==> config.mk <==
export PLATFORM = sky130hd
export DESIGN_NAME = dds_waveform_generator_flat
export DESIGN_NICKNAME = d
export VERILOG_FILES = /design/src/design/dds_pkg.sv /design/src/design/dds_tick_if.sv /design/src/design/dds_sample_if.sv /design/src/design/dds_waveform_generator.sv /design/src/flat_wrapper.sv
export SDC_FILE = /design/constraint.sdc
export NUM_CORES = 2
export LEC_CHECK = 0
export CAP_MARGIN = 20
export CORE_MARGIN = 2
export CORE_UTILIZATION = 65
export DETAILED_ROUTE_END_ITERATION = 16
export DONT_BUFFER_PORTS = 1
export GPL_TIMING_DRIVEN = 0
export PLACE_DENSITY = 0.81
export SYNTH_ARGS = -nofsm -noshare
export SYNTH_HDL_FRONTEND = slang
export SYNTH_SLANG_ARGS = --single-unit
==> constraint.sdc <==
create_clock -name clk -period 10.1 [get_ports clk]
set_clock_uncertainty 0.1 [all_clocks]
set_input_delay 0.505 -clock clk [delete_from_list [all_inputs] [get_ports clk]]
set_output_delay 0.505 -clock clk [all_outputs]
set_load 0.01 [all_outputs]
==> src/design/dds_pkg.sv <==
// Shared types, constants and the raw waveform function of the DDS generator.
// No dependencies; dds_sample_if and dds_waveform_generator import it.
`timescale 1ns / 1ps

package dds_pkg;

  localparam int PHASE_W   = 32;
  localparam int SAMPLE_W  = 32;
  localparam int CODE_W    = 16;
  localparam int RAW_W     = 18;                    // raw Q16.16 lies in -1..+1
  localparam int PROD_W    = SAMPLE_W + RAW_W;      // shared multiplier result
  localparam int REG_IDX_W = 3;
  localparam int CFG_W     = 32;

  localparam logic [PHASE_W-1:0]      HALF_TURN = 32'h8000_0000;
  localparam logic signed [RAW_W-1:0] ONE_Q16   = 18'sd65536;
  localparam logic [CODE_W-1:0]       CODE_MAX  = 16'hFFFF;

  // waveform selector codes
  localparam logic [1:0] WAVE_TRIANGLE = 2'd0;
  localparam logic [1:0] WAVE_SAWTOOTH = 2'd1;
  localparam logic [1:0] WAVE_SQUARE   = 2'd2;

  typedef enum logic [REG_IDX_W-1:0] {
    REG_WAVE_SELECT     = 3'd0,
    REG_PHASE_INCREMENT = 3'd1,
    REG_GAIN            = 3'd2,
    REG_DC_OFFSET       = 3'd3,
    REG_DUTY_THRESHOLD  = 3'd4,
    REG_ZERO_CODE       = 3'd5,
    REG_CODE_SCALE      = 3'd6
  } reg_index_t;

  typedef enum logic [2:0] {
    ST_IDLE,
    ST_SCALE,
    ST_OFFSET,
    ST_SPAN,
    ST_CODE
  } state_t;

  // Raw Q16.16 waveform value for one phase.
  function automatic logic signed [RAW_W-1:0] raw_wave(
    input logic [1:0]         wave_sel,
    input logic [PHASE_W-1:0] phase,
    input logic [15:0]        duty
  );
    logic signed [RAW_W-1:0] r;
    begin
      unique case (wave_sel)
        WAVE_TRIANGLE: begin
          if (phase < HALF_TURN) begin
            r = $signed({1'b0, phase[30:14]}) - ONE_Q16;
          end else begin
            r = ONE_Q16 - $signed({1'b0, phase[30:14]});
          end
        end
        WAVE_SAWTOOTH: r = $signed({1'b0, phase[31:15]}) - ONE_Q16;
        WAVE_SQUARE:   r = (phase[31:16] < duty) ? ONE_Q16 : -ONE_Q16;
        default:       r = '0;
      endcase
      return r;
    end
  endfunction

endpackage

==> src/design/dds_tick_if.sv <==
// Request channel of the DDS generator: valid, ready and the tick field.
// No dependencies.
`timescale 1ns / 1ps

interface dds_tick_if;
  logic valid;
  logic ready;
  logic tick;

  modport source (output valid, output tick, input ready);
  modport sink   (input valid, input tick, output ready);
endinterface

==> src/design/dds_sample_if.sv <==
// Result channel of the DDS generator: valid, ready, sample and DAC code.
// Depends on dds_pkg for the field widths.
`timescale 1ns / 1ps

interface dds_sample_if;
  import dds_pkg::*;

  logic                       valid;
  logic                       ready;
  logic signed [SAMPLE_W-1:0] sample_value;
  logic [CODE_W-1:0]          dac_code;

  modport source (output valid, output sample_value, output dac_code, input ready);
  modport sink   (input valid, input sample_value, input dac_code, output ready);
endinterface

==> src/design/dds_waveform_generator.sv <==
// Top level of the DDS waveform generator: phase accumulator, sequencer and
// one shared multiplier. Depends on dds_pkg, dds_tick_if and dds_sample_if.
`timescale 1ns / 1ps

//  channel   | dir | fields                       | handshake
//  ----------+-----+------------------------------+-----------------------
//  ticks     | in  | tick                         | valid/ready
//  samples   | out | sample_value, dac_code       | valid/ready
//  cfg       | in  | cfg_index, cfg_data          | cfg_we, always taken
//
//  One item at a time: accept in idle, then gain multiply, offset add,
//  span multiply and code saturate (ticks.ready low for these four); both
//  multiplies share one 32x18 signed multiplier. The output register takes the
//  result at the code step. A tick-low item is taken in idle, no sample.
//  A result still held at the code step makes the sequencer wait there.
//  rst (synchronous) resets state, config registers, out_valid and the phase; no memory.

module dds_waveform_generator (
  input  logic                           clk,
  input  logic                           rst,
  input  logic                           cfg_we,
  input  logic [dds_pkg::REG_IDX_W-1:0]  cfg_index,
  input  logic [dds_pkg::CFG_W-1:0]      cfg_data,
  dds_tick_if.sink                       ticks,
  dds_sample_if.source                   samples
);
  import dds_pkg::*;

  // configuration registers
  logic [1:0]                wave_select;
  logic [PHASE_W-1:0]        phase_increment;
  logic signed [SAMPLE_W-1:0] gain;
  logic [SAMPLE_W-1:0]       dc_offset;
  logic [15:0]               duty_threshold;
  logic [CODE_W-1:0]         zero_code;
  logic [CODE_W-1:0]         code_scale;

  // state and datapath
  state_t                    state, state_next;
  logic [PHASE_W-1:0]        phase_acc;
  logic signed [RAW_W-1:0]   raw_q;
  logic signed [PROD_W-1:0]  prod_q;
  logic signed [SAMPLE_W-1:0] sample_q;

  // output register
  logic                      out_valid;
  logic signed [SAMPLE_W-1:0] out_sample;
  logic [CODE_W-1:0]         out_code;

  // sequencer outputs
  logic                      accept;
  logic                      take_tick;
  logic                      load_prod;
  logic                      load_sample;
  logic                      load_out;
  logic                      out_free;

  // shared multiplier
  logic signed [SAMPLE_W-1:0] mul_a;
  logic signed [RAW_W-1:0]    mul_b;
  logic signed [PROD_W-1:0]   mul_p;

  logic signed [CODE_W+18:0]  code_sum;
  logic [CODE_W-1:0]          code_sat;

  // ---------------- configuration ----------------
  always_ff @(posedge clk) begin
    if (rst) begin
      wave_select     <= WAVE_TRIANGLE;
      phase_increment <= '0;
      gain            <= 32'sd65536;
      dc_offset       <= '0;
      duty_threshold  <= 16'd32768;
      zero_code       <= 16'd32768;
      code_scale      <= 16'd32768;
    end else if (cfg_we) begin
      case (reg_index_t'(cfg_index))
        REG_WAVE_SELECT:     wave_select     <= cfg_data[1:0];
        REG_PHASE_INCREMENT: phase_increment <= cfg_data;
        REG_GAIN:            gain            <= $signed(cfg_data);
        REG_DC_OFFSET:       dc_offset       <= cfg_data;
        REG_DUTY_THRESHOLD:  duty_threshold  <= cfg_data[15:0];
        REG_ZERO_CODE:       zero_code       <= cfg_data[15:0];
        REG_CODE_SCALE:      code_scale      <= cfg_data[15:0];
        default: ;                              // unknown index: dropped
      endcase
    end
  end

  // ---------------- sequencer ----------------
  assign out_free      = !out_valid || samples.ready;
  assign ticks.ready   = (state == ST_IDLE);
  assign accept        = ticks.valid && ticks.ready;
  assign take_tick     = accept && ticks.tick;

  always_ff @(posedge clk) begin
    if (rst) begin
      state <= ST_IDLE;
    end else begin
      state <= state_next;
    end
  end

  always_comb begin
    state_next  = state;
    load_prod   = 1'b0;
    load_sample = 1'b0;
    load_out    = 1'b0;
    unique case (state)
      ST_IDLE: begin
        if (take_tick) begin
          state_next = ST_SCALE;
        end
      end
      ST_SCALE: begin
        load_prod  = 1'b1;
        state_next = ST_OFFSET;
      end
      ST_OFFSET: begin
        load_sample = 1'b1;
        state_next  = ST_SPAN;
      end
      ST_SPAN: begin
        load_prod  = 1'b1;
        state_next = ST_CODE;
      end
      ST_CODE: begin
        if (out_free) begin
          load_out   = 1'b1;
          state_next = ST_IDLE;
        end
      end
      default: state_next = ST_IDLE;
    endcase
  end

  // ---------------- datapath ----------------
  // gain step: raw * gain; span step: sample * span (span is unsigned)
  assign mul_a = (state == ST_SCALE) ? gain : sample_q;
  assign mul_b = (state == ST_SCALE) ? raw_q : $signed({2'b00, code_scale});
  assign mul_p = mul_a * mul_b;

  // floor(prod / 2^16) + centre, wide, then clamp to 0..65535
  assign code_sum = $signed({prod_q[PROD_W-1], prod_q[PROD_W-1:16]})
                  + $signed({19'd0, zero_code});

  always_comb begin
    if (code_sum[CODE_W+18]) begin
      code_sat = '0;
    end else if (|code_sum[CODE_W+17:CODE_W]) begin
      code_sat = CODE_MAX;
    end else begin
      code_sat = code_sum[CODE_W-1:0];
    end
  end

  always_ff @(posedge clk) begin
    if (rst) begin
      phase_acc <= '0;
    end else if (take_tick) begin
      phase_acc <= phase_acc + phase_increment;
    end
  end

  always_ff @(posedge clk) begin
    if (take_tick) begin
      raw_q <= raw_wave(wave_select, phase_acc, duty_threshold);
    end
    if (load_prod) begin
      prod_q <= mul_p;
    end
    if (load_sample) begin
      // bits 47:16 are floor(raw*gain / 2^16) wrapped to 32 bits
      sample_q <= $signed(prod_q[47:16] + dc_offset);
    end
  end

  always_ff @(posedge clk) begin
    if (rst) begin
      out_valid <= 1'b0;
    end else if (load_out) begin
      out_valid <= 1'b1;
    end else if (samples.ready) begin
      out_valid <= 1'b0;
    end
  end

  always_ff @(posedge clk) begin
    if (load_out) begin
      out_sample <= sample_q;
      out_code   <= code_sat;
    end
  end

  assign samples.valid        = out_valid;
  assign samples.sample_value = out_sample;
  assign samples.dac_code     = out_code;

`ifndef SYNTHESIS
  // a tick starts the sequence and advances the phase by the step
  a_tick_starts: assert property (@(posedge clk) disable iff (rst)
    take_tick |=> (state == ST_SCALE) &&
                  (phase_acc == 32'($past(phase_acc) + $past(phase_increment))))
    else $error("tick did not start the sequence or advance the phase");

  // an item with tick low leaves the phase alone and starts nothing
  a_idle_tick: assert property (@(posedge clk) disable iff (rst)
    (accept && !ticks.tick) |=> $stable(phase_acc) && (state == ST_IDLE))
    else $error("tick-low item changed state");

  // a finished result waits while the output register is still held
  a_code_wait: assert property (@(posedge clk) disable iff (rst)
    (state == ST_CODE && !out_free) |=> (state == ST_CODE) && out_valid)
    else $error("result lost while output register was full");
`endif

endmodule
==> src/flat_wrapper.sv <==
// flat-port wrapper written by rule: the top's interface ports become plain ports
module dds_waveform_generator_flat import dds_pkg::*;
  (clk, rst, cfg_we, cfg_index, cfg_data, ticks_valid, ticks_tick, ticks_ready, samples_valid, samples_sample_value, samples_dac_code, samples_ready);
  dds_tick_if ticks_i ();
  dds_sample_if samples_i ();
  input  logic clk;
  input  logic rst;
  input  logic cfg_we;
  input  logic [dds_pkg::REG_IDX_W-1:0] cfg_index;
  input  logic [dds_pkg::CFG_W-1:0] cfg_data;
  input wire logic [$bits(ticks_i.valid)-1:0] ticks_valid;
  input wire logic [$bits(ticks_i.tick)-1:0] ticks_tick;
  output wire logic [$bits(ticks_i.ready)-1:0] ticks_ready;
  output wire logic [$bits(samples_i.valid)-1:0] samples_valid;
  output wire logic [$bits(samples_i.sample_value)-1:0] samples_sample_value;
  output wire logic [$bits(samples_i.dac_code)-1:0] samples_dac_code;
  input wire logic [$bits(samples_i.ready)-1:0] samples_ready;
  assign ticks_i.valid = ticks_valid;
  assign ticks_i.tick = ticks_tick;
  assign ticks_ready = ticks_i.ready;
  assign samples_valid = samples_i.valid;
  assign samples_sample_value = samples_i.sample_value;
  assign samples_dac_code = samples_i.dac_code;
  assign samples_i.ready = samples_ready;
  dds_waveform_generator u_core (.clk(clk), .rst(rst), .cfg_we(cfg_we), .cfg_index(cfg_index), .cfg_data(cfg_data), .ticks(ticks_i), .samples(samples_i));
endmodule
After elaboration in Yosys (flattened, before gate mapping)

Index checks and enable logic that the tools add are counted.

Register bits: 330
Output and inout port bits: 50

Add/sub/neg operators: 6
Multipliers: 1
$lt $le $gt $ge: 2
Eq/ne operators: 14
Muxes and demuxes: 15
Reduce and logical (&&, ||, !) cells: 18

Operator list:

| operator                                             | number |
|---|---|
| adder 32 bit                                         | 2 |
| two-way mux 18 bit                                   | 3 |
| one-hot mux 18 bit (3 select lines)                  | 1 |
| multiplier 32 x 18 -> 50 bit                         | 1 |
| subtractor 17 x 17 -> 18 bit (second input constant) | 2 |
| adder 34 x 17 -> 35 bit                              | 1 |
| less-than comparator 32 bit (second input constant)  | 1 |
| two-way mux 32 bit                                   | 1 |
| OR reduction 18 bit                                  | 1 |
| subtractor 17 x 17 -> 18 bit (first input constant)  | 1 |
| less-than comparator 16 bit                          | 1 |
| two-way mux 16 bit                                   | 1 |
| AND reduction 2 bit                                  | 8 |
| one-hot mux 3 bit (5 select lines)                   | 1 |
| == test 3 x 2 -> 1 bit (second input constant)       | 4 |
| == test 3 bit (second input constant)                | 4 |
| == test 3 x 1 -> 1 bit (second input constant)       | 2 |
| logical NOT 3 bit                                    | 2 |
| two-way mux 1 bit                                    | 6 |
| two-way mux 3 bit                                    | 2 |
| == test 2 x 1 -> 1 bit (second input constant)       | 1 |
| == test 2 bit (second input constant)                | 1 |
| logical AND 1 bit                                    | 2 |
| logical NOT 2 bit                                    | 1 |
| 6 further kinds                                      | 6 |

Longest topological paths before layout

Word-level depth: 5
Gate-level depth with buffers: 31
Mapped depth without buffers: 26

Worst setup path before layout

Ideal clock, no wire load.

Kind: register to register
Start: register u_core.state[2]
End: register u_core.prod_q[49], data pin
Arrival: 7,501 ps
Required time: 9,740 ps
Path slack: 2,239 ps
Cell stages (with the launch flop): 29
Cell sequence: dfxtp_1 > buf_2 > nor3b_1 > buf_6 > buf_2 > buf_1 > buf_1 > mux2i_1 > nor2_1 > fa_1 > inv_1 > fa_1 > fa_1 > inv_1 > fa_1 > fa_1 > inv_1 > fa_1 > inv_1 > ha_1 > a21o_1 > a21o_1 > a21o_1 > a211oi_1 > a21oi_2 > a311oi_1 > o31a_1 > o21bai_2 > xnor2_1

Word-level cells in the longest chain between the ends: 3
Elaborated cells on any way between the ends: 4

Ends and longest elaborated chain:

| item                                                     | line                                                         | RTL |
|---|---|---|
| from (decl)                                              | dds_waveform_generator.sv:39                                 | `state_t state, state_next;` |
| from (signal assigned)                                   | dds_waveform_generator.sv:100                                | `state <= state_next;` |
| == test 3 x 1 -> 1 bit (*)                               | dds_waveform_generator.sv:139, dds_waveform_generator.sv:140 |  |
| two-way mux 32 bit or two-way mux 18 bit (tied branches) | dds_waveform_generator.sv:139, dds_waveform_generator.sv:140 |  |
| multiplier 32 x 18 -> 50 bit (*)                         | dds_waveform_generator.sv:141                                | `assign mul_p = mul_a * mul_b;` |
| via u_core.mul_p[49]                                     | dds_waveform_generator.sv:61                                 | `logic signed [PROD_W-1:0] mul_p;` |
| to (signal assigned)                                     | dds_waveform_generator.sv:170                                | `prod_q <= mul_p;` |
| to (decl)                                                | dds_waveform_generator.sv:42                                 | `logic signed [PROD_W-1:0] prod_q;` |

Mark *: on every way through the listed nets, which the timed path passes. The rest lies on a longest branch.
A chain may end at the register's enable or synchronous reset.

Worst setup path in the final report

Start: register u_core.state[0]
End: register u_core.prod_q[49], data pin

The elaborated chain is that of the path after synthesis.

==> flow_summary.json <==
{
  "status": "completed",
  "vdd_drop_max_v": 0.000190,
  "pre_cts_slack_ps": -462,
  "postSynthNetCount": 4731,
  "start_util": 0.657,
  "clk_latency_ps": 580,
  "worstPathRequired_ps": 10360,
  "gr-total-overflow": 0,
  "gp_congestion": 1.04,
  "final.period_utilization": 0.971,
  "yosys_warnings": 0,
  "grt.total_usage": 0.393,
  "syn-mean-instance-area_um2": 8.98,
  "post_synth_num_cell_types": 75,
  "ctsRootBufferMaster": "clkbuf_16",
  "synthArstFlopShare": 0,
  "critical_path_class": "reg2reg",
  "most_common_cell_on_crit_path": "fa_1",
  "synthFlopType": "dfxtp_1",
  "crit_path_top_delay_cell": "a311oi_1",
  "cell_internal_pwr_mw": 4.09,
  "synth_to_final_area_change_pct": 7.62,
  "slew-limit-headroom": 0.237,
  "clockPowerShare": 0.173,
  "tritoncts.num_buffers": 37,
  "critPathBufInv": 7,
  "hp-class": "in2reg",
  "share_comb_of_total_power": 0.604,
  "avgViaCountPerCell": 6.06,
  "setup_viol": 0,
  "period_minus_slack_ps": 9810,
  "design.die.area_um2": 56100,
  "maxCapViolCount": 0,
  "static-leakage-power_nw": 17.1,
  "rrSetupSlack_ps": 290,
  "post-route-worst-setup-slack_ps": 288,
  "synth_cells": 3925,
  "hold_violation_count_in_the_final_report": 0,
  "critical_path.endpoint_type": "flip-flop",
  "power.sequential.fraction": 0.223,
  "clock_sink_count": 314,
  "placement.io_buffers": 0,
  "totalPowerFinal_mw": 7.93,
  "wl_per_cell_um": 22.7,
  "chipWidth_um": 237,
  "drcViolationCount": 0,
  "worst-slew-pin-transition_ps": 1140,
  "yosysSeqAreaShare": 0.216,
  "clockBufferDepth": 3,
  "crit_path_start_kind": "flip-flop",
  "fp.dieH_um": 237,
  "htree_num_levels": 2,
  "cts_tree": "done",
  "drt_first_iter_violations": 2691,
  "synth-edff-count": 132,
  "critical_path_maximum_fanout": 10,
  "first_drt_pass_iteration_count": 7,
  "synth_area_um2": 35300,
  "ys_ff_latch": 314,
  "grt_antenna_before_repair": 5,
  "worst_path_largest_cell_delay_ps": 590,
  "via_count_of_the_first_global_routing_pass": 28900,
  "rsz_0062_raised_after_global_routing": "no",
  "grt_pass1_wl_um": 166000,
  "power_density_nw_per_um2": 209,
  "fp.coreArea_um2": 53700,
  "switching_power_mw": 3.84,
  "clk_transition_reported_paths_ps": 60,
  "io_pins": 91,
  "slew_viol_final": 0,
  "detail-route-antenna-nets": 0,
  "timing.critical_path.max_delay_family": "adder cells",
  "share_of_final_layout_standard_cells_stronger_than_drive_strength_1": 0.0429,
  "rows": 85,
  "finish.net_count": 4812,
  "maximum_number_of_pins_on_one_net_before_global_route_repair": 30,
  "wl_um": 107000,
  "power.switching_fraction": 0.484,
  "arrival_ps": 10070,
  "post_detailed_placement_half_perimeter_wirelength_um": 86600,
  "fmax_achieved_ghz": 0.102,
  "via_count": 28700
}
## stage by stage
step	hold WS, ps	setup TNS, ps	instances	instance area, µm²	utilization
global placement	342	-960	4621	36100	0.673
global route	33.5	0	4731	37900	0.706
finish	14.9	0	4735	37900	0.707
CTS	1.41	0	4731	37900	0.705
detailed placement	347	-1820	4631	36300	0.676
floorplan	322	0	3925	35300	-
## cells in the final DEF (no fill, tap or decap), types with 9 or more instances in the layout
cell	n
nor2_1	319
clkbuf_1	121
nor2b_1	24
xnor2_1	75
and2_1	16
o21bai_1	14
xor2_1	47
ha_1	209
nand3_1	37
or3_1	9
edfxtp_1	132
a21oi_1	279
a31oi_1	16
and3_1	47
o211ai_1	9
fa_1	556
inv_1	652
a211o_1	9
a21o_1	52
dfxtp_1	182
clkbuf_16	40
mux2_2	48
mux2i_1	41
o31ai_1	13
dlygate4sd3_1	32
nand4_1	12
buf_1	11
o21ai_0	62
nor3_1	30
a211oi_1	18
mux2i_2	12
o21a_1	19
nand2_1	706
nand2b_1	23
## per-layer routing
| layer | GRT usage | wire (µm) |
|---|---|---|
| met5 | 0 | 0 |
| met4 | 0.211 | 6680 |
| met3 | 0.126 | 13300 |
| met2 | 0.613 | 48200 |
| met1 | 0.490 | 39100 |
## power by group through the flow
stage	sequential (mW)	clock (mW)	combinational (mW)
6_report	1.77	1.38	4.79
5_1_grt	1.76	1.42	5.31
4_1_cts	1.75	1.38	4.71
3_5_place_dp	1.77	0	4.60
3_3_place_gp	1.78	0	4.51
2_1_floorplan	1.70	0	3.14
## state kept, by name, indices dropped and copies added (netlist names), 16 cells and up
register	cells
u_core.dc_offset	32
u_core.phase_acc	32
u_core.code_scale	16
u_core.duty_threshold	16
u_core.samples.dac_code	16
u_core.phase_increment	32
u_core.zero_code	16
u_core.prod_q	34
u_core.raw_q	18
u_core.samples.sample_value	32
u_core.gain	32
u_core.sample_q	32
## repair_timing
action	in CTS	in global routing
gates resized for setup	8	25
hold buffers	32	0
endpoints found under the hold margin	144	0
buffers inserted	0	0
endpoints found under the setup margin	14	13
## cell families (layout without fill, tap and decap cells)
logic type,Yosys count,count (layout),share of synthesized area
other,0,4,0
buffers and inverters,797,907,0.0853
AO/OA/AOI/OAI,552,552,0.0954
flip-flops,314,314,0.216
XOR/XNOR,122,122,0.0303
multiplexers,104,104,0.0314
adder cells (fa/ha/maj),765,765,0.390
AND/OR/NAND/NOR,1271,1271,0.152
## path summary, 6_finish.rpt
path | start | end | cells past startpoint
worst max-delay path | u_core.state[0]$_SDFFE_PP0P_ | u_core.prod_q[49]$_DFFE_PP_ | 27
worst min-delay path | cfg_data[0] | u_core.wave_select[0]$_SDFFE_PP0P_ | 2
worst max register to register | u_core.state[0]$_SDFFE_PP0P_ | u_core.prod_q[49]$_DFFE_PP_ | 27
worst min register to register | u_core.duty_threshold[3]$_SDFFE_PP0P_ | u_core.duty_threshold[3]$_SDFFE_PP0P_ | 2
## synth_stat cells, types with 55 or more instances
library cell | instances | share of area
nand2_1 | 706 | 0.075
a21oi_1 | 279 | 0.040
dfxtp_1 | 182 | 0.10
fa_1 | 556 | 0.32
nor2_1 | 320 | 0.034
xnor2_1 | 75 | 0.019
o21ai_0 | 62 | 0.0088
clkbuf_1 | 124 | 0.013
inv_1 | 652 | 0.069
edfxtp_1 | 132 | 0.11
ha_1 | 209 | 0.074
mux2i_1 | 55 | 0.016
## layout make-up
| cell class | instances | area (µm²) |
|---|---|---|
| repair buffers | 43 | 459 |
| multi-input cells | 2814 | 24700 |
| diodes | 4 | 10.0 |
| plain buffers | 143 | 571 |
| inverters | 653 | 2450 |
| flip-flops and latches | 314 | 7610 |
| well taps | 696 | 871 |
| clock buffers | 47 | 1050 |
| fillers | 4162 | 15800 |
| clock inverters | 21 | 191 |
No activity file was read; power rests on OpenSTA's default activity.
